[src/rtl/core/assert_macros.svh]
// Assertion macros shared by the RTL of the spherical-coordinate core.
// Depends on nothing; files that assert include it by bare name.
`ifndef ASSERT_MACROS_SVH
`define ASSERT_MACROS_SVH

// Property that must hold at every clock edge out of reset.
`define C2S_ASSERT(lbl, clk, rstn, expr) \
    lbl: assert property (@(posedge clk) disable iff (!(rstn)) (expr)) \
        else $error("c2s assertion failed");

// Implication checked at every clock edge out of reset.
`define C2S_ASSERT_IMP(lbl, clk, rstn, ante, cons) \
    lbl: assert property (@(posedge clk) disable iff (!(rstn)) (ante) |-> (cons)) \
        else $error("c2s assertion failed");

`endif

[src/rtl/core/c2s_pkg.sv]
// Package for the spherical-coordinate core: widths, cell word types,
// atan table and helper functions. Depends on nothing.
`default_nettype none

package c2s_pkg;

    localparam int CORDIC_STAGES = 20;
    localparam int CORDIC_RUN    = (CORDIC_STAGES > 32) ? 32 : CORDIC_STAGES;
    localparam int SQRT_CELLS    = 32;
    localparam int CW            = 44;   // CORDIC x/y datapath
    localparam int AW            = 36;   // angle accumulator, 30 fraction bits

    localparam logic signed [AW-1:0] PI30 = 36'sd3373259426;
    localparam logic signed [21:0]   HI22 = 22'sd205887;
    localparam logic signed [21:0]   LO22 = -22'sd205887;

    localparam logic [29:0] ATAN_TAB [32] = '{
        30'd843314857, 30'd497837829, 30'd263043837, 30'd133525159,
        30'd67021687,  30'd33543516,  30'd16775851,  30'd8388437,
        30'd4194283,   30'd2097149,   30'd1048576,   30'd524288,
        30'd262144,    30'd131072,    30'd65536,     30'd32768,
        30'd16384,     30'd8192,      30'd4096,      30'd2048,
        30'd1024,      30'd512,       30'd256,       30'd128,
        30'd64,        30'd32,        30'd16,        30'd8,
        30'd4,         30'd2,         30'd1,         30'd0
    };

    typedef struct packed {
        logic signed [CW-1:0] a;
        logic signed [CW-1:0] b;
        logic signed [AW-1:0] ang;
        logic                 zr;
    } cordic_t;

    typedef struct packed {
        logic [63:0] rad;
        logic [34:0] rem;
        logic [31:0] root;
    } sqrt_t;

    function automatic logic [AW-1:0] atan_val(input logic [4:0] i);
        return {{(AW-30){1'b0}}, ATAN_TAB[i]};
    endfunction

    // index of highest set bit, 0 for zero
    function automatic logic [4:0] msb32(input logic [31:0] v);
        logic [4:0] r;
        r = '0;
        for (int k = 0; k < 32; k++) begin
            if (v[k]) r = 5'(k);
        end
        return r;
    endfunction

    // round 30-frac angle to 16-frac, ties up, then clamp
    function automatic logic signed [18:0] sat_q16(input logic signed [AW-1:0] ang,
                                                   input logic allow_neg);
        logic signed [AW-1:0] t;
        logic signed [21:0]   r;
        logic signed [21:0]   lo;
        t  = ang + AW'(8192);
        r  = t[AW-1:14];
        lo = allow_neg ? LO22 : 22'sd0;
        if (r > HI22) r = HI22;
        if (r < lo) r = lo;
        return 19'(r);
    endfunction

endpackage

`default_nettype wire

[src/rtl/core/c2s_cordic_cell.sv]
// One vectoring CORDIC micro-rotation cell with its own shift and atan step.
// Depends on c2s_pkg.
`default_nettype none

module c2s_cordic_cell import c2s_pkg::*; (
    input  wire logic       aclk,
    input  wire logic       en,
    input  wire logic [4:0] idx,
    input  wire cordic_t    c_in,
    output cordic_t         c_out_reg
);

    cordic_t              c_next;
    logic signed [CW-1:0] da;
    logic signed [CW-1:0] db;
    logic [AW-1:0]        step;

    always_comb begin
        da   = $signed(c_in.b) >>> idx;
        db   = $signed(c_in.a) >>> idx;
        step = atan_val(idx);
        c_next.zr = c_in.zr;
        if (!c_in.b[CW-1]) begin
            c_next.a   = c_in.a + da;
            c_next.b   = c_in.b - db;
            c_next.ang = c_in.ang + $signed(step);
        end else begin
            c_next.a   = c_in.a - da;
            c_next.b   = c_in.b + db;
            c_next.ang = c_in.ang - $signed(step);
        end
    end

    always_ff @(posedge aclk) begin
        if (en) c_out_reg <= c_next;
    end

endmodule

`default_nettype wire

[config.mk]
export PLATFORM = sky130hd
export DESIGN_NAME = c2s_cordic_cell
export DESIGN_NICKNAME = d
export VERILOG_FILES = /design/src/rtl/core/assert_macros.svh /design/src/rtl/core/c2s_pkg.sv /design/src/rtl/core/c2s_cordic_cell.sv
export SDC_FILE = /design/constraint.sdc
export NUM_CORES = 1
export LEC_CHECK = 0
export BUFFER_PORTS_ARGS = -buffer_cell sky130_fd_sc_hd__buf_2
export CAP_MARGIN = 10
export CORE_MARGIN = 2
export CORE_UTILIZATION = 42
export CTS_CLUSTER_DIAMETER = 50
export CTS_CLUSTER_SIZE = 14
export DETAILED_ROUTE_END_ITERATION = 8
export RECOVER_POWER = 50
export SLEW_MARGIN = 30
export SYNTH_ARGS = -nofsm -noshare
export SYNTH_HDL_FRONTEND = slang
export SYNTH_SLANG_ARGS = --single-unit
[constraint.sdc]
create_clock -name aclk -period 13.7 [get_ports aclk]
set_input_delay 0 -clock aclk [delete_from_list [all_inputs] [get_ports aclk]]
set_output_delay 0 -clock aclk [all_outputs]
set_load 0.01 [all_outputs]
==> run metrics <==
run status=finished, violations left; failing checks=max-capacitance violations, max-slew violations; hold wc startpoint=c_in[18]; asr flop ratio synth=0%; area delta synth->final=10.53%; Arr. time, crit path=7.98 ns; Vias=22,015; DRC=0; post-synth top area cell=edfxtp_1; Worst Path Required=13.94 ns; crit share post-route=56.47%; Setup-failing EPs final=0; worst-margin pin slew=3.818 ns; Synth Flop Type=edfxtp_1; sequential-to-total area share from yosys stat=17.56%; Post-Layout Cell Count=3,306; Cells after Synth=2,443; placed insts=3,258; Gate power share=56.1%; largest net degree at the start of global routing=67; Critical Path Fanout Max=62; CP most frequent cell=buf_4; Sink Count=125; Leak=9.274 nW; syn_area_per_cell=8.751 um^2; gpl congestion=1.025; Unique masters post-synth=99; CTS tree=done; top cells by area, synth=edfxtp_1 18%, mux4_2 10%, ha_1 8.3%, mux2i_1 6.0%, xnor2_1 5.3%; cell depth of the worst setup path=28; Detail Route Antenna Nets=0; Max VDD drop=0.08691 mV; Largest register FFs=125; Hold WC Path Type=in -> reg; number of synthesized register bits=125; Post-CTS Resized=0; Die H=229.6 um; Post-synth top cells=195 x a21oi_1, 183 x nor2_1, 147 x nand2_1, 142 x ha_1, 129 x xnor2_1; maxcap violations=2; initial antenna violation count=5; first-iteration detailed-routing DRC count=2,671; Slew Viols, Final=128; f_max=129.3 MHz; CTS buffer count=17; post-layout utilization of the core=47.10%; global-route wire length before repair=138,300 um; CTS Root Cell=clkbuf_16; nets=2,898; Final Critical Period=7.736 ns; Crit Path Category=in -> reg; final wirelength=93,940 um; vias in the first global route=21,440; crit start category=input port; setup TNS=0 ns; TritonRoute pass-1 iters=6; Sequential Power Share=24.4%; cell family with the largest share of critical-path delay=buffers and inverters; Critical-path top delay cell=buf_4; I/O pins=257; Post-synth EDFFs=125; RSZ-0062 raised after global routing=no; Crit. End Element=flop; clk slew on worst S/H paths=0.06 ns; Netlist Area Pre-Place=21,380 um^2; Die W=229.6 um; buffers added on ports=256; DR WL/cell=28.42 um; DIE AREA=52,720 um^2; proportion of netlist area held by the largest area contributor=17.56%; GRT Util Overall=34.87%; syn_nets=2,720; pwr dens=105.4 nW/um^2; power share of the clock group=19.4%; Initial Utilization=42.61%; H-tree Lvls=4; Fin. Hold Viols=0; number of diodes=0; hold path depth=3; Crit path largest cell delay=0.69 ns; worst hold slack=0.03716 ns; NetSw=1.115 mW; crit path from=idx[3]; row cnt=82; most frequent cell after synthesis=a21oi_1; placed wire-length estimate=72,090 um; Int Power=1.376 mW; core region area=50,170 um^2; Longest Clk Path Bufs=2; DR vias/cell=6.659; layout cell share with drive strength beyond 1=15.83%; sw frac=44.75%; Buf/Inv on CP=7; Final Total Pwr=2.491 mW; Slew HR=-154.6%; global route overflow=0; yosys warns=0
## stage by stage
stage	worst slack [ns]	area, um^2
after floorplan	7.694	21380
after global routing	5.501	23630
final	5.964	23630
after detailed placement	5.689	23030
after global placement	5.726	23020
after CTS	6.174	23790
## logic make-up after synthesis
| family | count (synthesis) | synth area share [%] |
|---|---|---|
| XOR/XNOR | 214 | 8.767 |
| buffers and inverters | 224 | 5.045 |
| multiplexers | 283 | 19.21 |
| flip-flops | 125 | 17.56 |
| AND/OR/NAND/NOR | 684 | 16.70 |
| AO/OA/AOI/OAI | 768 | 24.13 |
| adder cells (fa/ha/maj) | 145 | 8.591 |
## placed cells by master (no fill, tap or decap), types with 58 or more instances in the layout
master,count
a21oi_1,195
nor2_1,183
nand2_1,147
ha_1,142
xnor2_1,129
mux2i_1,128
clkbuf_1,128
buf_2,126
edfxtp_1,125
o21ai_0,119
mux4_2,96
xor2_1,85
inv_1,62
nor3_1,59
a21o_1,58
## worst paths after layout
path                                  end  slack (ns)
setup / recovery  c_out_reg[36]$_DFFE_PP_        5.96
hold / removal    c_out_reg[18]$_DFFE_PP_        0.04
## per-layer routing
layer | part of all wire, % | GRT usage (%)
met5 | 0.057 | 0
met4 | 5.2 | 17.53
met3 | 8.9 | 7.906
met2 | 45 | 54.53
met1 | 41 | 45.14
## what timing repair did
action                                  in CTS  in global routing
hold buffers                                16                  0
setup buffers                                0                  0
endpoints found under the setup margin       0                  0
hold endpoints to repair                    15                  0
## power by group through the flow
stage	combinational (mW)	sequential [mW]	clock (mW)
finish	1.40	0.608	0.484
global route	1.51	0.619	0.508
CTS	1.40	0.605	0.496
detailed placement	1.39	0.611	0
global placement	1.39	0.610	0
floorplan	0.876	0.668	0
## layout make-up
| cell class | count | area [um^2] |
|---|---|---|
| sequential | 125 | 3754 |
| fill | 4968 | 26540 |
| clock inverter | 14 | 163.9 |
| inverter | 68 | 255.2 |
| tap | 672 | 840.8 |
| multi-input combinational | 2094 | 16570 |
| timing repair buffer | 315 | 1617 |
| clock buffer | 18 | 429.2 |
Power figures use the tool's default switching activity.
