## src/rtl/core/assert_macros.svh

```systemverilog
// Assertion macros shared by the RTL of the spherical-coordinate core.
// Depends on nothing; files that assert include it by bare name.
`ifndef ASSERT_MACROS_SVH
`define ASSERT_MACROS_SVH

// Property that must hold at every clock edge out of reset.
`define C2S_ASSERT(lbl, clk, rstn, expr) \
    lbl: assert property (@(posedge clk) disable iff (!(rstn)) (expr)) \
        else $error("c2s assertion failed");

// Implication checked at every clock edge out of reset.
`define C2S_ASSERT_IMP(lbl, clk, rstn, ante, cons) \
    lbl: assert property (@(posedge clk) disable iff (!(rstn)) (ante) |-> (cons)) \
        else $error("c2s assertion failed");

`endif

```

## src/rtl/core/c2s_pkg.sv

```systemverilog
// Package for the spherical-coordinate core: widths, cell word types,
// atan table and helper functions. Depends on nothing.
`default_nettype none

package c2s_pkg;

    localparam int CORDIC_STAGES = 20;
    localparam int CORDIC_RUN    = (CORDIC_STAGES > 32) ? 32 : CORDIC_STAGES;
    localparam int SQRT_CELLS    = 32;
    localparam int CW            = 44;   // CORDIC x/y datapath
    localparam int AW            = 36;   // angle accumulator, 30 fraction bits

    localparam logic signed [AW-1:0] PI30 = 36'sd3373259426;
    localparam logic signed [21:0]   HI22 = 22'sd205887;
    localparam logic signed [21:0]   LO22 = -22'sd205887;

    localparam logic [29:0] ATAN_TAB [32] = '{
        30'd843314857, 30'd497837829, 30'd263043837, 30'd133525159,
        30'd67021687,  30'd33543516,  30'd16775851,  30'd8388437,
        30'd4194283,   30'd2097149,   30'd1048576,   30'd524288,
        30'd262144,    30'd131072,    30'd65536,     30'd32768,
        30'd16384,     30'd8192,      30'd4096,      30'd2048,
        30'd1024,      30'd512,       30'd256,       30'd128,
        30'd64,        30'd32,        30'd16,        30'd8,
        30'd4,         30'd2,         30'd1,         30'd0
    };

    typedef struct packed {
        logic signed [CW-1:0] a;
        logic signed [CW-1:0] b;
        logic signed [AW-1:0] ang;
        logic                 zr;
    } cordic_t;

    typedef struct packed {
        logic [63:0] rad;
        logic [34:0] rem;
        logic [31:0] root;
    } sqrt_t;

    function automatic logic [AW-1:0] atan_val(input logic [4:0] i);
        return {{(AW-30){1'b0}}, ATAN_TAB[i]};
    endfunction

    // index of highest set bit, 0 for zero
    function automatic logic [4:0] msb32(input logic [31:0] v);
        logic [4:0] r;
        r = '0;
        for (int k = 0; k < 32; k++) begin
            if (v[k]) r = 5'(k);
        end
        return r;
    endfunction

    // round 30-frac angle to 16-frac, ties up, then clamp
    function automatic logic signed [18:0] sat_q16(input logic signed [AW-1:0] ang,
                                                   input logic allow_neg);
        logic signed [AW-1:0] t;
        logic signed [21:0]   r;
        logic signed [21:0]   lo;
        t  = ang + AW'(8192);
        r  = t[AW-1:14];
        lo = allow_neg ? LO22 : 22'sd0;
        if (r > HI22) r = HI22;
        if (r < lo) r = lo;
        return 19'(r);
    endfunction

endpackage

`default_nettype wire

```

## src/rtl/core/c2s_sqrt_cell.sv

```systemverilog
// One radix-2 restoring square-root cell: one root bit per cell.
// Depends on c2s_pkg.
`default_nettype none

module c2s_sqrt_cell import c2s_pkg::*; (
    input  wire logic  aclk,
    input  wire logic  en,
    input  wire sqrt_t c_in,
    output sqrt_t      c_out_reg
);

    sqrt_t       c_next;
    logic [34:0] rsh;
    logic [35:0] diff;

    always_comb begin
        rsh  = {c_in.rem[32:0], c_in.rad[63:62]};
        diff = {1'b0, rsh} - {2'b00, c_in.root, 2'b01};
        c_next.rad = {c_in.rad[61:0], 2'b00};
        if (!diff[35]) begin
            c_next.rem  = diff[34:0];
            c_next.root = {c_in.root[30:0], 1'b1};
        end else begin
            c_next.rem  = rsh;
            c_next.root = {c_in.root[30:0], 1'b0};
        end
    end

    always_ff @(posedge aclk) begin
        if (en) c_out_reg <= c_next;
    end

endmodule

`default_nettype wire

```

## config.mk

```make
export PLATFORM = sky130hd
export DESIGN_NAME = c2s_sqrt_cell
export DESIGN_NICKNAME = d
export VERILOG_FILES = /design/src/rtl/core/assert_macros.svh /design/src/rtl/core/c2s_pkg.sv /design/src/rtl/core/c2s_sqrt_cell.sv
export SDC_FILE = /design/constraint.sdc
export NUM_CORES = 1
export LEC_CHECK = 0
export ABC_CLOCK_PERIOD_IN_PS = 5900
export BUFFER_PORTS_ARGS = -buffer_cell sky130_fd_sc_hd__buf_2
export CAP_MARGIN = 20
export CELL_PAD_IN_SITES_DETAIL_PLACEMENT = 1
export CELL_PAD_IN_SITES_GLOBAL_PLACEMENT = 1
export CORE_MARGIN = 1.5
export CORE_UTILIZATION = 40
export CTS_BUF_LIST = sky130_fd_sc_hd__clkbuf_16
export CTS_CLUSTER_SIZE = 14
export DETAILED_ROUTE_END_ITERATION = 12
export GPL_ROUTABILITY_DRIVEN = 0
export GPL_TIMING_DRIVEN = 0
export PLACE_DENSITY_LB_ADDON = 0.1
export SYNTH_ARGS = -nofsm -noshare
export SYNTH_HDL_FRONTEND = slang
export SYNTH_SLANG_ARGS = --single-unit
```

## constraint.sdc

```tcl
create_clock -name aclk -period 5.9 [get_ports aclk]
set_input_delay 1.18 -clock aclk [delete_from_list [all_inputs] [get_ports aclk]]
set_output_delay 1.18 -clock aclk [all_outputs]
set_load 0.1 [all_outputs]
```

==> results_dict.tcl <==
set metrics [dict create \
    status "complete, no violations" \
    clkSinkCount 129 \
    yosys.area_share.xor_xnor_pct 3.94 \
    leakage_nw 3.93 \
    yosysWarnings 0 \
    avgRoutedWirePerCell_um 17.8 \
    worst_slew_pin_slew_ns 0.550 \
    path_cells "buf_2, inv_1, ha_1, nor2b_1, o31a_2, o31ai_1, a21oi_1, nor2b_1, o21ai_1, nor3b_1, or3_1, mux2_4" \
    p_sw_mw 1.38 \
    setup_viol 0 \
    cts_inserted_buffers 17 \
    clock_path_buffers 2 \
    synth_edf_count 129 \
    cp_max_fo 4 \
    drt_iter0_markers 186 \
    yosys.area.top_type "edfxtp_1" \
    internal_power_mw 1.93 \
    hold_ws_ns 0.936 \
    rsz0062_at_grt "false" \
    diodes 0 \
    synth.area.top_cells "edfxtp_1, ha_1, mux2_4, a21o_1, inv_1" \
    synth-compound-area-share_pct 12.2 \
    synth-simple-area-share_pct 6.08 \
    core_um2 15800 \
    yosys.area.top_type_share_pct 60.1 \
    clockPowerShare_pct 30.3 \
    hold_end "c_out_reg[99]" \
    numPlacedInstances 938 \
    port_buffers 259 \
    num_rows 46 \
    ys_seq_area_share_pct 60.1 \
    switching_share_pct 41.6 \
    cp.required_ns 6.07 \
    p_per_area_nw_per_um2 384 \
    critPathLaunch "c_in[0]" \
    async_reset_ff_share_pct 0 \
    wl_um 17300 \
    initial_core_util_pct 40.7 \
    syn_avg_cell_area_um2 14.0 \
    die_height_um 130 \
    slew_viol_final 0 \
    largest_reg_flops 129 \
    finalPower_mw 3.31 \
    relSlewSlack_pct 63.6 \
    power_frac_comb_pct 35.2 \
    cap_viol_max_count 0 \
    start_kind "input port" \
    yosys.cell_count.top_type "edfxtp_1" \
    crit_type "in -> reg" \
    end_kind "flip-flop" \
    vias 4743 \
    seq_power_share_pct 34.5 \
    grt.total_usage_pct 20.1 \
    cts_tree "done" \
    area_delta_synth_final_pct 33.7 \
    grt_overflow 0 \
    slowest_stage "o31ai_1" \
    synth_top_family_by_area "compound AO/OA/AOI/OAI gates" \
    dp_hpwl_um 13500 \
    arrival_ns 4.12 \
    hold_depth 1 \
    cp_slowest_stage_delay_ns 0.41 \
    synth_cell_types 59 \
    layout-drive-gt1-share_pct 45.0 \
    antenna_found_initial 0 \
    htreeDepth 4 \
    dieWidth_um 130 \
    syn_inst 461 \
    ios 264 \
    clockRootBuffer "clkbuf_16" \
    yosys_most_used_dff "edfxtp_1" \
    hold_viol 0 \
    ys_seq_elements 129 \
    ir_drop_uv 177 \
    fmax_mhz 253 \
    fin_crit_sh_pct 67.1 \
    grt_max_degree 87 \
    ant_nets 0 \
    cts.repair.resized 0 \
    clkTransAtPathRegs_ns 0.06 \
    syn_area_um2 6440 \
    dr.pass1.iters 6 \
    cp_common_cell "nor2b_1" \
    synth_mux_area_share_pct 7.25 \
    hp-start "c_in[97]" \
    die_area_um2 16900 \
    vias_per_cell 4.89 \
    ys_top_cells_by_count "edfxtp_1, inv_1, ha_1, mux2_4" \
    tns_ns 0 \
    synthAdderAreaFrac_pct 6.41 \
    grt_pass1_wl_um 25600 \
    period_minus_slack_ns 3.96 \
    hp-class "in -> reg" \
    layout.nets 907 \
    grt_pass1_vias 4871 \
    post_cts_buffers 0 \
    cts_hold_buffers 0 \
    finalNonFillerCells 970 \
    drc 0 \
]
[layout make-up]
cell class	count	area [um2]
timing repair buffer	260	1330
inverter	43	161
tap	216	270
clock inverter	15	140
sequential	129	3870
multi-input combinational	274	2320
buffer	16	93.8
fill	1745	7220
clock buffer	17	425
[cells by family (layout without fill, tap and decap cells)]
kind of cell	Yosys count	in the layout
compound gates	103	103
fa+ha+maj	33	33
xor+xnor	29	29
simple gates	73	73
flops	129	129
buf+inv	59	351
other cells	1	2
mux	34	34
[layout by cell type, fill, tap and decap left out, types with 6 or more instances in the layout]
| cell type | synthesis | layout |
|---|---|---|
| inv_6 | 0 | 7 |
| xor2_1 | 13 | 13 |
| ha_1 | 33 | 33 |
| edfxtp_1 | 129 | 129 |
| mux2_4 | 24 | 24 |
| inv_1 | 42 | 42 |
| a21o_1 | 23 | 23 |
| o21ai_0 | 12 | 12 |
| a31oi_1 | 6 | 6 |
| nor2_1 | 17 | 17 |
| clkbuf_16 | 0 | 17 |
| nand2_1 | 17 | 17 |
| buf_2 | 3 | 261 |
| a21oi_1 | 23 | 23 |
| xnor2_1 | 16 | 16 |
| clkbuf_1 | 8 | 8 |
| nand3_1 | 8 | 8 |
[worst max-delay path, delay by kind of cell]
family	cells	cell delay [ns]
mux	1	0.27
simple gates	4	1.10
buf+inv	2	0.11
compound gates	4	1.13
fa+ha+maj	1	0.32
[layer usage]
layer | GRT usage [%] | up-vias | wire (um) | share of wire [%]
li1 | - | 2296 | - | -
met1 | 22.0 | 2282 | 6690 | 39
met2 | 37.3 | 151 | 9120 | 53
met3 | 5.99 | 14 | 1280 | 7.4
met4 | 6.27 | 0 | 184 | 1.1
met5 | 0 | - | 0 | 0
[power by group through the flow]
stage / logic [mW] / clock network (mW) / registers [mW]
floorplan: 0.282 / 0 / 1.83
global route: 1.22 / 1.06 / 1.15
finish: 1.16 / 1.00 / 1.14
detailed placement: 1.17 / 0 / 1.16
global placement: 1.15 / 0 / 1.16
CTS: 1.17 / 1.04 / 1.15
[per-stage QoR]
step,utilization (%),worst slack [ns],area [um2]
2_1_floorplan,-,2.05,6440
3_3_place_gp,50.6,1.51,8010
3_5_place_dp,50.8,1.52,8050
4_1_cts,54.4,1.94,8610
5_1_grt,54.4,1.75,8610
6_report,54.4,1.94,8610
[worst max-delay path by stage]
stage                    end  slack, ns
2_1_floorplan  c_out_reg[40]       2.05
3_3_place_gp   c_out_reg[60]       1.51
3_5_place_dp   c_out_reg[60]       1.52
4_1_cts        c_out_reg[60]       1.94
5_1_grt        c_out_reg[60]       1.75
6_report       c_out_reg[60]       1.94
Note: power is estimated with default switching activity, not from simulation.
